===== config.mk =====
export PLATFORM = sky130hd
export DESIGN_NAME = ttn_dp
export DESIGN_NICKNAME = d
export VERILOG_FILES = /design/src/rtl/core/ttn_pkg.sv /design/src/rtl/core/ttn_dp.sv
export SDC_FILE = /design/constraint.sdc
export NUM_CORES = 2
export LEC_CHECK = 0
export BUFFER_PORTS_ARGS = -buffer_cell sky130_fd_sc_hd__buf_2
export CORE_MARGIN = 3
export CORE_UTILIZATION = 45
export DETAILED_ROUTE_END_ITERATION = 8
export MAX_ROUTING_LAYER = met4
export PLACE_DENSITY = 0.65
export SYNTH_ARGS = -nofsm -noshare
export SYNTH_HDL_FRONTEND = slang
export SYNTH_SLANG_ARGS = --single-unit

===== constraint.sdc =====
create_clock -name i_clk -period 6.9 [get_ports i_clk]
set_input_delay 0.69 -clock i_clk [delete_from_list [all_inputs] [get_ports i_clk]]
set_output_delay 0.69 -clock i_clk [all_outputs]
set_load 0.02 [all_outputs]

===== src/rtl/core/ttn_pkg.sv =====
`default_nettype none

package ttn_pkg;

    // Field widths of the vertex and result beats.
    localparam int COORD_WIDTH = 32;
    localparam int DIR_WIDTH   = 16;

    // Mantissa width kept by the normaliser before the square root.
    localparam int MANT     = 30;
    // Edge and texture differences.
    localparam int EW       = COORD_WIDTH + 1;
    // Multiplier operand magnitude width, wide enough for edges and mantissas.
    localparam int MW       = (EW > MANT) ? EW : MANT;
    // Multiplier digits of eight bits each, most significant first.
    localparam int ND       = (MW + 7) / 8;
    localparam int BW       = ND * 8;
    localparam int PW       = 2 * MW;
    // Signed accumulator and stored vector widths.
    localparam int AW       = 2 * MW + 3;
    localparam int VW       = 2 * COORD_WIDTH + 3;
    // Fraction bits of a direction component.
    localparam int FB       = DIR_WIDTH - 2;
    // Square root operand width and the bound on the sum of squares.
    localparam int SW       = 2 * MANT + 4;
    localparam int QW       = 2 * MANT + 2;
    localparam int SQ_STEPS = SW / 2;
    // Root width and scaled dividend width.
    localparam int RW       = MANT + 2;
    localparam int NW       = MANT + FB + 1;
    localparam int CNT_W    = 6;
    localparam int PC_W     = 5;

    // Product program counter landmarks.
    localparam logic [PC_W-1:0] PC_TAN_END   = PC_W'(7);
    localparam logic [PC_W-1:0] PC_NRM_START = PC_W'(8);
    localparam logic [PC_W-1:0] PC_NRM_END   = PC_W'(13);
    localparam logic [PC_W-1:0] PC_SQ_START  = PC_W'(14);
    localparam logic [PC_W-1:0] PC_SQ_END    = PC_W'(16);

    typedef struct packed {
        logic                          mesh_start;
        logic signed [COORD_WIDTH-1:0] pos_x;
        logic signed [COORD_WIDTH-1:0] pos_y;
        logic signed [COORD_WIDTH-1:0] pos_z;
        logic signed [COORD_WIDTH-1:0] tex_u;
        logic signed [COORD_WIDTH-1:0] tex_v;
    } t_vtx;

    typedef struct packed {
        logic signed [DIR_WIDTH-1:0] tangent_x;
        logic signed [DIR_WIDTH-1:0] tangent_y;
        logic signed [DIR_WIDTH-1:0] tangent_z;
        logic signed [DIR_WIDTH-1:0] normal_x;
        logic signed [DIR_WIDTH-1:0] normal_y;
        logic signed [DIR_WIDTH-1:0] normal_z;
        logic                        degenerate;
    } t_res;

    typedef enum logic [3:0] {
        OP_E1X, OP_E1Y, OP_E1Z, OP_E2X, OP_E2Y, OP_E2Z,
        OP_DU1, OP_DV1, OP_DU2, OP_DV2, OP_M0, OP_M1, OP_M2
    } t_opnd;

    typedef struct packed {
        t_opnd      a;
        t_opnd      b;
        logic       sub;
        logic       last;
        logic [2:0] vidx;
    } t_term;

    typedef enum logic [3:0] {
        S_IDLE, S_MLOAD, S_MSTEP, S_MACC, S_VWR, S_TAN, S_SHIFT,
        S_SQLOAD, S_SQSTEP, S_DLOAD, S_DSTEP, S_DWR, S_NEXT, S_OUT
    } t_state;

    typedef struct packed {
        logic       load_c0;
        logic       load_c1;
        logic       load_tri;
        logic       acc_clr;
        logic       mul_load;
        t_opnd      a_sel;
        t_opnd      b_sel;
        logic       sub;
        logic       mul_step;
        logic       acc_add;
        logic       vec_wr;
        logic [2:0] vec_idx;
        logic       mag_load;
        logic       vsel;
        logic       mag_shift;
        logic       degen_set;
        logic       sqrt_load;
        logic       sqrt_step;
        logic       div_load;
        logic [1:0] div_idx;
        logic       div_step;
        logic       res_wr;
        logic       out_load;
    } t_cmd;

    typedef struct packed {
        logic det_zero;
        logic mag_big;
        logic mag_zero;
    } t_sts;

    // Product program: determinant, tangent, face normal, sum of squares.
    function automatic t_term term_of(input logic [PC_W-1:0] pc);
        t_term t;
        case (pc)
            5'd0:    t = '{OP_DU1, OP_DV2, 1'b0, 1'b0, 3'd0};
            5'd1:    t = '{OP_DU2, OP_DV1, 1'b1, 1'b1, 3'd0};
            5'd2:    t = '{OP_DV2, OP_E1X, 1'b0, 1'b0, 3'd1};
            5'd3:    t = '{OP_DV1, OP_E2X, 1'b1, 1'b1, 3'd1};
            5'd4:    t = '{OP_DV2, OP_E1Y, 1'b0, 1'b0, 3'd2};
            5'd5:    t = '{OP_DV1, OP_E2Y, 1'b1, 1'b1, 3'd2};
            5'd6:    t = '{OP_DV2, OP_E1Z, 1'b0, 1'b0, 3'd3};
            5'd7:    t = '{OP_DV1, OP_E2Z, 1'b1, 1'b1, 3'd3};
            5'd8:    t = '{OP_E1Y, OP_E2Z, 1'b0, 1'b0, 3'd4};
            5'd9:    t = '{OP_E1Z, OP_E2Y, 1'b1, 1'b1, 3'd4};
            5'd10:   t = '{OP_E1Z, OP_E2X, 1'b0, 1'b0, 3'd5};
            5'd11:   t = '{OP_E1X, OP_E2Z, 1'b1, 1'b1, 3'd5};
            5'd12:   t = '{OP_E1X, OP_E2Y, 1'b0, 1'b0, 3'd6};
            5'd13:   t = '{OP_E1Y, OP_E2X, 1'b1, 1'b1, 3'd6};
            5'd14:   t = '{OP_M0, OP_M0, 1'b0, 1'b0, 3'd0};
            5'd15:   t = '{OP_M1, OP_M1, 1'b0, 1'b0, 3'd0};
            5'd16:   t = '{OP_M2, OP_M2, 1'b0, 1'b1, 3'd0};
            default: t = '{OP_M2, OP_M2, 1'b0, 1'b1, 3'd0};
        endcase
        return t;
    endfunction

endpackage

`default_nettype wire


===== src/rtl/core/ttn_dp.sv =====
`default_nettype none

module ttn_dp
    import ttn_pkg::*;
(
    input  wire logic i_clk,
    input  wire logic i_rst_n,
    input  wire t_vtx i_vtx,
    input  wire t_cmd i_cmd,
    output t_sts      o_sts,
    output t_res      o_res
);

    logic signed [COORD_WIDTH-1:0] r_p0 [3];
    logic signed [COORD_WIDTH-1:0] r_p1 [3];
    logic signed [COORD_WIDTH-1:0] r_t0 [2];
    logic signed [COORD_WIDTH-1:0] r_t1 [2];
    logic signed [EW-1:0]          r_e1 [3];
    logic signed [EW-1:0]          r_e2 [3];
    logic signed [EW-1:0]          r_du1, r_dv1, r_du2, r_dv2;
    logic [MW-1:0]                 r_ma;
    logic [BW-1:0]                 r_mb;
    logic                          r_mneg;
    logic [PW-1:0]                 r_pm;
    logic signed [AW-1:0]          r_acc;
    logic signed [VW-1:0]          r_vec [7];
    logic [VW-1:0]                 r_mag [3];
    logic                          r_neg [3];
    logic [SW-1:0]                 r_sx, r_sr, r_sbit;
    logic [RW-1:0]                 r_rem;
    logic [FB:0]                   r_dlo, r_quo;
    logic signed [DIR_WIDTH-1:0]   r_tan [3];
    logic signed [DIR_WIDTH-1:0]   r_nrm [3];
    logic                          r_degen;
    t_res                          r_out;

    logic signed [MW:0]  w_ops [13];
    logic signed [MW:0]  w_a, w_b;
    logic [MW-1:0]       w_amag, w_bmag;
    logic [MW+7:0]       w_pp;
    logic [VW-1:0]       w_or;
    logic [SW-1:0]       w_trial;
    logic [RW-1:0]       w_root, w_rt;
    logic [NW-1:0]       w_num;
    logic [FB:0]         w_c;
    logic [DIR_WIDTH-1:0] w_cs;
    logic signed [DIR_WIDTH-1:0] w_dir;
    logic                w_dneg;

    localparam logic [FB:0] ONE = (FB+1)'(1) << FB;

    // Operand selection for the shared multiplier.
    always_comb begin
        w_ops[0]  = (MW+1)'(r_e1[0]);
        w_ops[1]  = (MW+1)'(r_e1[1]);
        w_ops[2]  = (MW+1)'(r_e1[2]);
        w_ops[3]  = (MW+1)'(r_e2[0]);
        w_ops[4]  = (MW+1)'(r_e2[1]);
        w_ops[5]  = (MW+1)'(r_e2[2]);
        w_ops[6]  = (MW+1)'(r_du1);
        w_ops[7]  = (MW+1)'(r_dv1);
        w_ops[8]  = (MW+1)'(r_du2);
        w_ops[9]  = (MW+1)'(r_dv2);
        w_ops[10] = signed'((MW+1)'(r_mag[0][MANT-1:0]));
        w_ops[11] = signed'((MW+1)'(r_mag[1][MANT-1:0]));
        w_ops[12] = signed'((MW+1)'(r_mag[2][MANT-1:0]));
        w_a = w_ops[i_cmd.a_sel];
        w_b = w_ops[i_cmd.b_sel];
    end

    assign w_amag = w_a[MW] ? MW'(-w_a) : MW'(w_a);
    assign w_bmag = w_b[MW] ? MW'(-w_b) : MW'(w_b);
    assign w_pp   = (MW+8)'(r_ma) * (MW+8)'(r_mb[BW-1 -: 8]);

    // Normaliser, square root and divider combinational terms.
    assign w_or    = r_mag[0] | r_mag[1] | r_mag[2];
    assign w_trial = r_sr + r_sbit;
    assign w_root  = r_sr[RW-1:0];
    assign w_num   = (NW'(r_mag[i_cmd.div_idx][MANT-1:0]) << FB) + NW'(w_root >> 1);
    assign w_rt    = {r_rem[RW-2:0], r_dlo[FB]};
    assign w_c     = (r_quo > ONE) ? ONE : r_quo;
    assign w_cs    = DIR_WIDTH'(w_c);
    assign w_dneg  = r_neg[i_cmd.div_idx] ^ (!i_cmd.vsel & r_vec[0][VW-1]);
    assign w_dir   = w_dneg ? -signed'(w_cs) : signed'(w_cs);

    // Held corners and the edge and texture differences.
    always_ff @(posedge i_clk) begin
        if (i_cmd.load_c0) begin
            r_p0[0] <= i_vtx.pos_x;
            r_p0[1] <= i_vtx.pos_y;
            r_p0[2] <= i_vtx.pos_z;
            r_t0[0] <= i_vtx.tex_u;
            r_t0[1] <= i_vtx.tex_v;
        end
        if (i_cmd.load_c1) begin
            r_p1[0] <= i_vtx.pos_x;
            r_p1[1] <= i_vtx.pos_y;
            r_p1[2] <= i_vtx.pos_z;
            r_t1[0] <= i_vtx.tex_u;
            r_t1[1] <= i_vtx.tex_v;
        end
        if (i_cmd.load_tri) begin
            for (int i = 0; i < 3; i++) begin
                r_e1[i] <= EW'(r_p1[i]) - EW'(r_p0[i]);
            end
            r_e2[0] <= EW'(i_vtx.pos_x) - EW'(r_p0[0]);
            r_e2[1] <= EW'(i_vtx.pos_y) - EW'(r_p0[1]);
            r_e2[2] <= EW'(i_vtx.pos_z) - EW'(r_p0[2]);
            r_du1   <= EW'(r_t1[0]) - EW'(r_t0[0]);
            r_dv1   <= EW'(r_t1[1]) - EW'(r_t0[1]);
            r_du2   <= EW'(i_vtx.tex_u) - EW'(r_t0[0]);
            r_dv2   <= EW'(i_vtx.tex_v) - EW'(r_t0[1]);
        end
    end

    // Digit-serial multiplier and signed accumulator.
    always_ff @(posedge i_clk) begin
        if (i_cmd.mul_load) begin
            r_ma   <= w_amag;
            r_mb   <= BW'(w_bmag);
            r_mneg <= w_a[MW] ^ w_b[MW] ^ i_cmd.sub;
            r_pm   <= '0;
        end else if (i_cmd.mul_step) begin
            r_pm <= (r_pm << 8) + PW'(w_pp);
            r_mb <= r_mb << 8;
        end
        if (i_cmd.acc_clr) begin
            r_acc <= '0;
        end else if (i_cmd.acc_add) begin
            r_acc <= r_mneg ? r_acc - signed'(AW'(r_pm)) : r_acc + signed'(AW'(r_pm));
        end
        if (i_cmd.vec_wr) begin
            r_vec[i_cmd.vec_idx] <= VW'(r_acc);
        end
    end

    // Magnitudes, shifted down together until they fit the mantissa.
    always_ff @(posedge i_clk) begin
        if (i_cmd.mag_load) begin
            for (int i = 0; i < 3; i++) begin
                if (i_cmd.vsel) begin
                    r_neg[i] <= r_vec[4+i][VW-1];
                    r_mag[i] <= r_vec[4+i][VW-1] ? VW'(-r_vec[4+i]) : VW'(r_vec[4+i]);
                end else begin
                    r_neg[i] <= r_vec[1+i][VW-1];
                    r_mag[i] <= r_vec[1+i][VW-1] ? VW'(-r_vec[1+i]) : VW'(r_vec[1+i]);
                end
            end
        end else if (i_cmd.mag_shift) begin
            for (int i = 0; i < 3; i++) begin
                r_mag[i] <= r_mag[i] >> 1;
            end
        end
    end

    // Integer square root, two bits of operand per step.
    always_ff @(posedge i_clk) begin
        if (i_cmd.sqrt_load) begin
            r_sx   <= SW'(r_acc[QW-1:0]);
            r_sr   <= '0;
            r_sbit <= SW'(1) << (SW - 2);
        end else if (i_cmd.sqrt_step) begin
            if (r_sx >= w_trial) begin
                r_sx <= r_sx - w_trial;
                r_sr <= (r_sr >> 1) + r_sbit;
            end else begin
                r_sr <= r_sr >> 1;
            end
            r_sbit <= r_sbit >> 2;
        end
    end

    // Restoring divider, one quotient bit per step.
    always_ff @(posedge i_clk) begin
        if (i_cmd.div_load) begin
            r_rem <= RW'(w_num >> (FB + 1));
            r_dlo <= w_num[FB:0];
            r_quo <= '0;
        end else if (i_cmd.div_step) begin
            if (w_rt >= w_root) begin
                r_rem <= w_rt - w_root;
                r_quo <= {r_quo[FB-1:0], 1'b1};
            end else begin
                r_rem <= w_rt;
                r_quo <= {r_quo[FB-1:0], 1'b0};
            end
            r_dlo <= r_dlo << 1;
        end
    end

    // Result assembly and the output register.
    always_ff @(posedge i_clk) begin
        if (i_cmd.load_tri) begin
            for (int i = 0; i < 3; i++) begin
                r_tan[i] <= '0;
                r_nrm[i] <= '0;
            end
            r_degen <= 1'b0;
        end else begin
            if (i_cmd.res_wr) begin
                if (i_cmd.vsel) begin
                    r_nrm[i_cmd.div_idx] <= w_dir;
                end else begin
                    r_tan[i_cmd.div_idx] <= w_dir;
                end
            end
            if (i_cmd.degen_set) begin
                r_degen <= 1'b1;
            end
        end
        if (i_cmd.out_load) begin
            r_out.tangent_x  <= r_tan[0];
            r_out.tangent_y  <= r_tan[1];
            r_out.tangent_z  <= r_tan[2];
            r_out.normal_x   <= r_nrm[0];
            r_out.normal_y   <= r_nrm[1];
            r_out.normal_z   <= r_nrm[2];
            r_out.degenerate <= r_degen;
        end
    end

    assign o_sts.det_zero = (r_vec[0] == '0);
    assign o_sts.mag_big  = |w_or[VW-1:MANT];
    assign o_sts.mag_zero = (w_or == '0);
    assign o_res          = r_out;

    // A division only starts once the square root has found a nonzero root.
    a_div_root: assert property (@(posedge i_clk) disable iff (!i_rst_n)
        i_cmd.div_load |-> (w_root != '0))
        else $error("division started with zero root");

    // A finished quotient never exceeds one in direction format.
    a_quo_range: assert property (@(posedge i_clk) disable iff (!i_rst_n)
        i_cmd.res_wr |-> (r_quo <= ONE))
        else $error("direction quotient above one");

endmodule

`default_nettype wire


Word-level counts from Yosys, hierarchy flattened
Memory sizes are Yosys's and may differ from the RTL's. A register that Yosys moved wholly into a read port is not among the register bits.
Cells that the tools add are included.
{"block": "word_totals", "regBits": 564, "ramBits": 1287, "in_bits": 195, "output_inout_bits": 100, "word_cells": 160, "memories": 11}
{"block": "classes", "add_sub_neg": 27, "mul": 1, "order_cmp": 5, "muxes": 67, "bitwise_logic": 17, "n_reduce_logical": 12}
{"name": "r_vec", "words": 7, "word_bits": 67, "read_ports": 7, "rd_ports_with_merged_regs": 0, "write_ports": 1, "line_no": "ttn_dp.sv:26", "rtl": "logic signed [VW-1:0] r_vec [7];"}
{"name": "r_mag", "words": 3, "word_bits": 67, "read_ports": 4, "rd_ports_with_merged_regs": 0, "write_ports": 3, "line_no": "ttn_dp.sv:27", "rtl": "logic [VW-1:0] r_mag [3];"}
{"name": "r_e1", "words": 3, "word_bits": 33, "read_ports": 3, "rd_ports_with_merged_regs": 0, "write_ports": 3, "line_no": "ttn_dp.sv:18", "rtl": "logic signed [EW-1:0] r_e1 [3];"}
{"name": "r_e2", "words": 3, "word_bits": 33, "read_ports": 3, "rd_ports_with_merged_regs": 0, "write_ports": 3, "line_no": "ttn_dp.sv:19", "rtl": "logic signed [EW-1:0] r_e2 [3];"}
{"name": "r_p0", "words": 3, "word_bits": 32, "read_ports": 3, "rd_ports_with_merged_regs": 0, "write_ports": 3, "line_no": "ttn_dp.sv:14", "rtl": "logic signed [COORD_WIDTH-1:0] r_p0 [3];"}
{"name": "r_p1", "words": 3, "word_bits": 32, "read_ports": 3, "rd_ports_with_merged_regs": 0, "write_ports": 3, "line_no": "ttn_dp.sv:15", "rtl": "logic signed [COORD_WIDTH-1:0] r_p1 [3];"}
{"name": "+5 memories"}
{"op": "2-to-1 mux 67 bit", "count": 12}
{"op": "negator 67 bit", "count": 6}
{"op": "subtractor 32 x 32 -> 33 bit", "count": 10}
{"op": "binary-select mux 34 bit (select 4 bit)", "count": 2}
{"op": "2-to-1 mux 62 bit", "count": 3}
{"op": "2-to-1 mux 34 bit", "count": 4}
{"op": "zero test 67 bit", "count": 2}
{"op": "bitwise OR 67 bit", "count": 2}
{"op": "2-to-1 mux 33 bit", "count": 4}
{"op": "adder 69 x 67 -> 69 bit", "count": 1}
{"op": "2-to-1 mux 69 bit", "count": 1}
{"op": "subtractor 69 x 67 -> 69 bit", "count": 1}
{"op": "adder 66 x 41 -> 66 bit", "count": 1}
{"op": "negator 33 bit", "count": 2}
{"op": "adder 63 x 63 -> 64 bit", "count": 1}
{"op": "adder 64 x 63 -> 64 bit", "count": 1}
{"op": ">= comparator 64 bit", "count": 1}
{"op": "2-to-1 mux 64 bit", "count": 1}
{"op": "subtractor 64 bit", "count": 1}
{"op": "2-to-1 mux 30 bit", "count": 2}
{"op": "2-to-1 mux 16 bit", "count": 3}
{"op": "adder 44 x 31 -> 45 bit", "count": 1}
{"op": "2-to-1 mux 15 bit", "count": 3}
{"op": "multiplier 33 x 8 -> 41 bit", "count": 1}
{"op": "other kinds (17)", "count": 63}

Longest topological paths before layout
{"block": "depth", "ltp_word": 7, "depth_mapped": 30, "mapped_depth_nobuf": 27}

Least setup slack after synthesis
Ideal clock, no wire load.
{"block": "synth_timing", "path_type": "input -> register", "from": "input port i_cmd[13] (netlist bit)", "to": "memory r_vec[0][0] (netlist bit), enable pin", "setup_ns": 0.575, "t_arrival_ns": 5.422, "required_ns": 6.325, "slack_ns": 0.903, "path_stages": 2, "path_buffers": 0, "cell_sequence": "nand2b_1 > nor3_1"}
{"element": "start: declaration", "line_no": "ttn_dp.sv:9", "rtl": "input wire t_cmd i_cmd,"}
{"element": "end: declaration", "line_no": "ttn_dp.sv:26"}
Straight into the memory's write port.

Worst setup path after layout
{"block": "layout_timing", "from": "register r_mb[32]", "to": "register r_pm[65]"}
{"block": "layout_via", "elab_chain_cells": 2}
{"element": "start: declaration", "line_no": "ttn_dp.sv:22", "rtl": "logic [BW-1:0] r_mb;"}
{"element": "start signal: assignment", "line_no": "ttn_dp.sv:120", "rtl": "r_mb <= BW'(w_bmag);"}
{"element": "start signal: assignment", "line_no": "ttn_dp.sv:125", "rtl": "r_mb <= r_mb << 8;"}
{"element": "multiplier 33 x 8 -> 41 bit", "line_no": "ttn_dp.sv:73", "rtl": "assign w_pp = (MW+8)'(r_ma) * (MW+8)'(r_mb[BW-1 -: 8]);"}
{"element": "adder 66 x 41 -> 66 bit", "line_no": "ttn_dp.sv:124", "rtl": "r_pm <= (r_pm << 8) + PW'(w_pp);"}
{"element": "end signal: assignment", "line_no": "ttn_dp.sv:124"}
{"element": "end: declaration", "line_no": "ttn_dp.sv:24", "rtl": "logic [PW-1:0] r_pm;"}
Every way passes these cells.
A chain may end at the register's enable or synchronous reset.

==> summary.txt <==
CTS
  – Worst-path clk slew: 0.06 ns
  – H-tree levels: 4
  – Worst skew pair latency: 0.91 ns
  – CTS tree: done
  – CTS sink count: 1945
  – Root buf cell: clkbuf_16
  – Clock buffer count from CTS: 219
  – Max clock buf depth: 4
  – Post-CTS Setup Bufs: 0

Cells and area
  – Post-route cell area: 0.1369 mm2
  – Post-Layout Cell Count: 15730
  – Area Growth Syn to Fin: 10.82%
  – Final Net Count: 13030
  – Share of layout cells above drive strength 1: 0.09099

Timing
  – Post-route clock period utilization: 0.9325
  – RSZ-0062 raised after global routing: no
  – Final slew viol count: 0
  – Final setup violation count: 0
  – Final Skew: 0.07083 ns
  – Setup TNS: 0 ns
  – Min Tclk post-route: 6.434 ns
  – Slew HR: 0.05991
  – Final hold violation count: 0
  – Worst slew pin tran: 1.395 ns
  – Fmax: 155.4 MHz

Synth
  – Gate Count Post-Synth: 11720
  – Syn_area_per_cell: 10.54 um2
  – Post-synth EDFFs: 1688
  – Mapped Nets: 12790
  – Leading area contributor after synthesis: edfxtp_1
  – FF+latch count, synth: 1945
  – Top FF cell, synth: edfxtp_1
  – Top-count cell post-synth: edfxtp_1
  – Yosys cell types: 88
  – Share of the synthesized area in the top cell type: 0.4104
  – Sequential area share after synthesis: 0.4521
  – Ranking of synthesized cells by area: edfxtp_1, ha_1, xnor2_1, dfxtp_1, fa_1
  – Commonest cells post-synth: edfxtp_1, nand2_1, nor2_1, o21ai_0, a21oi_1
  – Fraction of registers with async set/reset: 0
  – Mapped cell area: 0.1235 mm2
  – Yosys synthesis warning count: 0

Critical path
  – Worst r2r src: r_mb[32]
  – Worst path max stage delay: 0.60 ns
  – Worst path arrival time: 7.22 ns
  – Critical Path End Type: flip-flop
  – Critical path launch point type: flip-flop
  – CP startpoint: r_mb[32]
  – CP max FO: 23
  – Required @ worst endpoint: 7.68 ns
  – Slowest CP cell: edfxtp_1
  – Cell mode on critical path: fa_1
  – Crit Path Class: flip-flop to flip-flop
  – Worst-path cell chain: buf_4, nand2_1, fa_1, inv_1, fa_1, fa_1, inv_1, fa_1, inv_1, ha_1, o21ai_0, a21oi_1, a41oi_1, o21ai_0, a21oi_1, o21a_1, o21ai_0, buf_4, nand2_1, or3_1, a311oi_1

Floorplan
  – Core area: 0.2720 mm2
  – # IOs: 295
  – Die area: 0.2808 mm2
  – Die H: 529.9 um
  – Initial Utilization: 0.4541
  – Die Wd: 529.9 um
  – Row count: 191

Routing
  – ANT nets after route: 0
  – Via count: 95530
  – Drt initial violations: 9798
  – Drc violations: 0
  – Max layer used: met4
  – WL met2: 176.3 mm
  – Number of iterations in the first detailed-routing pass: 8
  – Wire per inst: 24.27 um
  – Met3 Wirelength: 30.46 mm
  – Routed wire length: 381.8 mm
  – Vias/cell: 6.072
  – WL met1: 152.2 mm

Power
  – Leakage: 0.05278 uW
  – Pwr/cell area: 340.2 mW/mm2
  – Max VDD drop: 246.1 uV

Global routing
  – Overall routing resource usage: 0.2721
  – Total global routing overflow: 0
  – Initial antenna violation count: 34
  – First-pass GRT wire length: 570.7 mm
  – Largest net degree at the start of global routing: 134
  – Vias in the first global route: 93320

Placed design
  – Post-DP HPWL: 286.2 mm
  – Placed instance area: 0.1289 mm2
  – GPL Wtd Cong: 1.027
  – Dpl cells: 15240
  – IO buf count: 292

Outcome
  – Outcome: completed

Min path
  – Hold_sp: i_vtx[51]
  – Hold Crit Class: input port to flip-flop

Run
  – Max-Cap Viols: 0
-- kinds of logic (layout without fill, tap and decap cells) --
logic type / Yosys count / count (layout) / share of synthesized area
fa+ha+maj: 876 / 876 / 0.1028
mux: 460 / 460 / 0.05404
flops: 1945 / 1945 / 0.4521
other cells: 0 / 28 / 0
compound gates: 2914 / 2914 / 0.1518
buf+inv: 1183 / 1598 / 0.03615
xor+xnor: 1081 / 1081 / 0.07666
simple gates: 3259 / 3259 / 0.1264
-- routing by layer --
metal	GRT usage	vias up
met5	-	-
met4	0.1407	0
met3	0.04056	985
met2	0.4302	4283
met1	0.3394	46620
li1	-	43640
-- per-stage QoR --
| step | utilization | hold WS [ns] | worst slack [ns] | total power (uW) |
|---|---|---|---|---|
| 6_report | 0.5033 | 0.04559 | 0.4659 | 46570 |
| 4_1_cts | 0.5030 | 0.001339 | 0.3209 | 46520 |
| 5_1_grt | 0.5032 | 0.02295 | 0.02591 | 49240 |
| 2_1_floorplan | - | 0.4003 | 0.9031 | 29040 |
| 3_3_place_gp | 0.4741 | 0.4006 | 0.4893 | 34230 |
| 3_5_place_dp | 0.4741 | 0.4045 | 0.3731 | 34610 |
-- cell type report --
cell class / instances / area [um2]
timing repair buffer: 505 / 3392
sequential: 1945 / 55830
antenna: 28 / 70.07
clock buffer: 266 / 5823
clock inverter: 129 / 1311
inverter: 698 / 2620
tap: 3570 / 4467
fill: 23940 / 135100
multi-input combinational: 8590 / 63360
-- worst max-delay path: cells and delay by family, from the launching register on --
kind                     cells  cell delay, ns
AO/OA/AOI/OAI                8            1.98
flip-flops                   1            0.60
AND/OR/NAND/NOR              3            0.62
adder cells (fa/ha/maj)      5            2.36
buffers and inverters        5            0.77
-- final timing paths --
kind,endpoint,cells past startpoint,slack (ns)
hold reg to reg,o_res[27],0,0.42
hold / removal,r_t0[0][19],1,0.05
setup reg to reg,r_pm[65],21,0.47
setup / recovery,r_pm[65],21,0.47
-- registers in the layout (all words and copies together) (netlist names), 40 cells and up --
register,flops
r_mag,201
r_e1,99
r_pm,66
r_vec,469
r_acc,67
r_nrm,48
r_p1,96
r_e2,99
r_mb,40
r_tan,48
r_p0,96
o_res,97
r_t1,64
r_sx,64
r_sr,64
r_t0,64
-- what timing repair did --
action                     in CTS  in global routing
setup endpoints to repair       0                117
gates resized for setup         0                  4
hold buffers                   71                  0
hold endpoints to repair      135                  0
-- layout by cell type (no fill, tap or decap), types with 249 or more instances in the layout --
cell / netlist / final
edfxtp_1: 1688 / 1688
buf_2: 19 / 277
dfxtp_1: 257 / 257
xor2_1: 441 / 441
mux2i_1: 255 / 255
nor2_1: 919 / 914
ha_1: 644 / 644
o21ai_0: 739 / 738
nand2_1: 939 / 939
a21o_1: 249 / 249
a21oi_1: 696 / 695
inv_1: 695 / 694
xnor2_1: 640 / 640
-- power breakdown --
group | internal [uW] | leakage, uW | total [uW] | switching, uW
Sequential | 15100 | 0.0188 | 17100 | 2030
Combinational | 7110 | 0.0306 | 17700 | 10600
Clock | 6850 | 0.00344 | 11800 | 4950
Power figures use the tool's default switching activity.
